==> src/hw/rtl/pkb_pkg.sv <==
// Package for the pair-key block sorter.
// Holds the record type, the size constants and the controller state type.
// No dependencies.
`default_nettype none

package pkb_pkg;

   // Number of cells in the sorting chain, which is the block capacity
   localparam int MAX_RECORDS = 64;
   localparam int KEY_W       = 64;
   // Count of held records, 0..MAX_RECORDS
   localparam int CNT_W       = $clog2(MAX_RECORDS + 1);
   // Settle countdown, 0..MAX_RECORDS
   localparam int SET_W       = $clog2(MAX_RECORDS + 2);

   // High word in the upper bits so that a plain compare orders records
   typedef struct packed {
      logic [KEY_W-1:0] high;
      logic [KEY_W-1:0] low;
   } record_type;

   // Controls broadcast to every cell
   typedef struct packed {
      logic shift;   // pop: every cell takes its upper neighbor's record
   } cell_ctrl_type;

   typedef enum logic [1:0] {
      ST_LOAD,
      ST_SETTLE,
      ST_DRAIN
   } state_type;

endpackage

`default_nettype wire

==> src/hw/rtl/pkb_cell.sv <==
// One cell of the insertion sorting chain.
// Keeps the smallest record seen and hands the larger one to the next cell.
// Depends on pkb_pkg.
`default_nettype none

module pkb_cell
   import pkb_pkg::*;
(
   input  wire logic          clock,
   input  wire logic          reset,
   input  wire cell_ctrl_type ctrl,
   // record arriving from the lower neighbor
   input  wire logic          in_valid,
   input  wire record_type    in_rec,
   // held record of the upper neighbor, used while popping
   input  wire logic          up_valid,
   input  wire record_type    up_rec,
   output logic               held_valid,
   output record_type         held_rec,
   output logic               pass_valid,
   output record_type         pass_rec
);

   logic       held_valid_ff, held_valid_in;
   record_type held_rec_ff,   held_rec_in;
   logic       pass_valid_ff, pass_valid_in;
   record_type pass_rec_ff,   pass_rec_in;

   // Insert or pop
   always_comb begin
      held_valid_in = held_valid_ff;
      held_rec_in   = held_rec_ff;
      pass_valid_in = 1'b0;
      pass_rec_in   = pass_rec_ff;
      if (ctrl.shift) begin
         held_valid_in = up_valid;
         held_rec_in   = up_rec;
      end else if (in_valid) begin
         if (!held_valid_ff) begin
            held_valid_in = 1'b1;
            held_rec_in   = in_rec;
         end else if (in_rec < held_rec_ff) begin
            held_rec_in   = in_rec;
            pass_valid_in = 1'b1;
            pass_rec_in   = held_rec_ff;
         end else begin
            pass_valid_in = 1'b1;
            pass_rec_in   = in_rec;
         end
      end
   end

   // Valid flags reset, record payload does not
   always_ff @(posedge clock) begin
      if (reset) begin
         held_valid_ff <= 1'b0;
         pass_valid_ff <= 1'b0;
      end else begin
         held_valid_ff <= held_valid_in;
         pass_valid_ff <= pass_valid_in;
      end
      held_rec_ff <= held_rec_in;
      pass_rec_ff <= pass_rec_in;
   end

   assign held_valid = held_valid_ff;
   assign held_rec   = held_rec_ff;
   assign pass_valid = pass_valid_ff;
   assign pass_rec   = pass_rec_ff;

endmodule

`default_nettype wire

==> config.mk <==
export PLATFORM = sky130hd
export DESIGN_NAME = pkb_cell
export DESIGN_NICKNAME = d
export VERILOG_FILES = /design/src/hw/rtl/pkb_pkg.sv /design/src/hw/rtl/pkb_cell.sv
export SDC_FILE = /design/constraint.sdc
export NUM_CORES = 1
export LEC_CHECK = 0
export BUFFER_PORTS_ARGS = -buffer_cell sky130_fd_sc_hd__buf_2
export CAP_MARGIN = 20
export CORE_ASPECT_RATIO = 0.7
export CORE_MARGIN = 2
export CORE_UTILIZATION = 30
export DETAILED_ROUTE_END_ITERATION = 12
export RECOVER_POWER = 25
export SLEW_MARGIN = 30
export SYNTH_ARGS = -nofsm -noshare
export SYNTH_HDL_FRONTEND = slang
export SYNTH_SLANG_ARGS = --single-unit
==> constraint.sdc <==
create_clock -name clock -period 31.9 [get_ports clock]
set_input_delay 4.785 -clock clock [delete_from_list [all_inputs] [get_ports clock]]
set_output_delay 4.785 -clock clock [all_outputs]
set_load 0.02 [all_outputs]
==> out/qor.csv <==
metric;value;unit
outcome;finished with violations;
violations;capacitance limit, slew limit;
place.port_buffers;518;
p_per_area;50.6;nW/µm²
tritoncts_clock_tree;built;
dp_cells;2643;
synthesis.area_per_instance;11.1;µm²
area_growth;25.1;%
vias;14800;
holdCritPathClass;reg2reg;
critPathMaxFanout;112;
multiInputGateArea;7800;µm²
initialDrtViolationCount;1192;
first_global_vias;14300;
io_pins;519;
die_area;57200;µm²
clockRootBuffer;sky130_fd_sc_hd__clkbuf_16;
yosys.area.top_type;sky130_fd_sc_hd__edfxtp_1;
post_cts_resized;0;
post_synth_top_flop;sky130_fd_sc_hd__edfxtp_1;
internal_power;722;µW
min_period_over_period;0.308;
cellLeakagePower;8.95;nW
count_of_h_tree_levels_built_during_cts;1;
routed_wire_length_per_instance;21.1;µm
cp-start-kind;input pin;
dpl_cell_area;19700;µm²
initial_utilization;0.302;
avgViaCountPerCell;5.47;
synth_largest_type_area_fraction;0.463;
power.net_switching;329;µW
clk_path_buf_depth;3;
cts_hold_repair.buffers;0;
netlist_area_pre_place;16600;µm²
worstMarginPinSlew;3860;ps
filler_cell_count;5450;
fin_nets;2324;
arrival;10130;ps
cts.clk_slew.worst_paths;60;ps
worstSkewPairLatency;580;ps
clock_power_share;0.360;
drt_wl_total;56.9;mm
synth.top_cells.by_count;256 x sky130_fd_sc_hd__edfxtp_1, 161 x sky130_fd_sc_hd__nand2_1, 131 x sky130_fd_sc_hd__inv_1, 129 x sky130_fd_sc_hd__and3_1;
finalSetupViolCount;0;
globalRoute.totalOverflow;0;
first_pass_iters;6;
syn-instance-count;1491;
synth_sequential_area_ratio;0.466;
seq_power_share;0.402;
timing.critical_path.to_type;register;
number_of_warning_messages_in_the_yosys_log;0;
tritoncts_sinks;258;
fin_total_pwr;1.05;mW
number_of_antenna_violations_at_the_first_check_in_global_routing;2;
dp_hpwl;40.2;mm
max_cap_viol_count;3;
clock-skew-final;14.4;ps
timing.critical_path.required;32190;ps
pwr-share-comb;0.237;
postLayoutCellArea;20800;µm²
post-route-util;0.378;
tritoncts.num_buffers;30;
tns;0;ps
die_width;285;µm
number_of_synthesized_register_bits;258;
cts.repair_timing.setup_buffer_count;0;
vdd_ir_drop_max;0.0000388;V
finalCriticalPeriod;9840;ps
whs;670;ps
sequential_cell_area;7730;µm²
drt_drc_violations_left;0;
drtAntennaViolNets;0;
pre_cts_slack;21290;ps
finalHoldViolations;0;
gp_congestion;0.850;
max_slew_margin;-1.57;
global_route_wire_length_before_repair;85.5;mm
worst-setup-path-type;in2reg;
layout_setup_ws;22060;ps
synthesized_nets;1879;
synth.distinct_cells;51;
grt.total_usage;0.188;
rsz0062_at_grt;false;
synth.top_cells.by_area;sky130_fd_sc_hd__edfxtp_1 46%, sky130_fd_sc_hd__ha_1 9.6%, sky130_fd_sc_hd__mux2_2 8.7%;
report.final.slew_viol_count;152;
final-instance-count-excl-fill;2701;
most_common_cell_in_the_synthesized_netlist;sky130_fd_sc_hd__edfxtp_1;
number_of_flops_mapped_to_enable_cells_by_yosys;256;
async_reset_ff_frac;0;
rows;72;
fmaxAchievable;102;MHz
drive_gt1_frac;0.354;
p_sw_frac;0.313;
core_area;55000;µm²
die_h;201;µm
maximum_number_of_pins_on_one_net_before_global_route_repair;113;
==> sequential cells by signal, summed over array words and instances, names as in the netlist <==
name	cells
held_rec	128
held_valid	1
pass_valid	1
pass_rec	128
==> layout by cell type (no fill, tap or decap), types with 5 or more instances in the layout <==
cell type	netlist	final
sky130_fd_sc_hd__a211oi_1	6	6
sky130_fd_sc_hd__a21o_1	7	7
sky130_fd_sc_hd__a21oi_1	41	41
sky130_fd_sc_hd__a221oi_1	5	5
sky130_fd_sc_hd__a32oi_1	128	128
sky130_fd_sc_hd__and3_1	129	128
sky130_fd_sc_hd__buf_2	21	489
sky130_fd_sc_hd__buf_4	7	13
sky130_fd_sc_hd__bufinv_16	0	6
sky130_fd_sc_hd__clkbuf_1	86	36
sky130_fd_sc_hd__clkbuf_16	0	31
sky130_fd_sc_hd__clkinv_2	0	7
sky130_fd_sc_hd__edfxtp_1	256	256
sky130_fd_sc_hd__ha_1	127	127
sky130_fd_sc_hd__inv_1	131	131
sky130_fd_sc_hd__mux2_2	128	128
sky130_fd_sc_hd__nand2_1	161	161
sky130_fd_sc_hd__nand3_1	7	7
sky130_fd_sc_hd__nand4_1	22	22
sky130_fd_sc_hd__nor2_1	16	16
sky130_fd_sc_hd__nor3_1	8	7
sky130_fd_sc_hd__o21ai_0	18	17
sky130_fd_sc_hd__o311ai_0	26	26
sky130_fd_sc_hd__o311ai_1	102	102
==> worst paths after layout <==
kind | startpoint | end | slack, ps | depth (start not counted)
max | in_rec[123] | pass_rec[82] | 22060 | 12
min | held_valid | held_valid | 670 | 4
max reg2reg | held_rec[123] | pass_rec[82] | 25990 | 12
min reg2reg | held_valid | held_valid | 670 | 4
==> power groups by stage <==
stage	Clock (mW)	Combinational [mW]	Sequential (mW)
detailed placement	0	0.248	0.430
global placement	0	0.243	0.430
floorplan	0	0.125	0.460
CTS	0.390	0.248	0.423
finish	0.379	0.249	0.423
global route	0.401	0.274	0.425
==> cell families after synthesis <==
group                    count (synthesis)  share of synthesized area
adder cells (fa/ha/maj)                127                     0.0957
multiplexers                           128                     0.0869
flip-flops                             258                      0.466
buffers and inverters                  259                     0.0676
AO/OA/AOI/OAI                          359                      0.175
AND/OR/NAND/NOR                        360                      0.109
==> worst max-delay path, stage by stage <==
cell	delay, ps
sky130_fd_sc_hd__buf_2	130
sky130_fd_sc_hd__ha_1	330
sky130_fd_sc_hd__nand4_1	300
sky130_fd_sc_hd__or4_4	670
sky130_fd_sc_hd__nor4b_2	380
sky130_fd_sc_hd__and3_4	590
sky130_fd_sc_hd__buf_6	650
sky130_fd_sc_hd__and2_1	240
sky130_fd_sc_hd__a22o_4	560
sky130_fd_sc_hd__buf_4	560
sky130_fd_sc_hd__buf_4	570
sky130_fd_sc_hd__o311ai_1	180
==> metal layers <==
layer  GRT usage  wire (µm)  vias to the layer above
met5           0         13                        -
met4      0.0471       1500                        2
met3      0.0318       3740                       81
met2       0.309      26700                      612
met1       0.257      24900                     7264
li1            -          -                     6815
==> final cells by class <==
type,count,area share
multi-input cells,974,0.376
flip-flops and latches,258,0.372
repair buffers,541,0.132
well taps,740,0.0446
clock buffers,33,0.0377
inverters,131,0.0237
clock inverters,23,0.0138
diodes,1,0.000121
(Power assumes the default switching activity.)
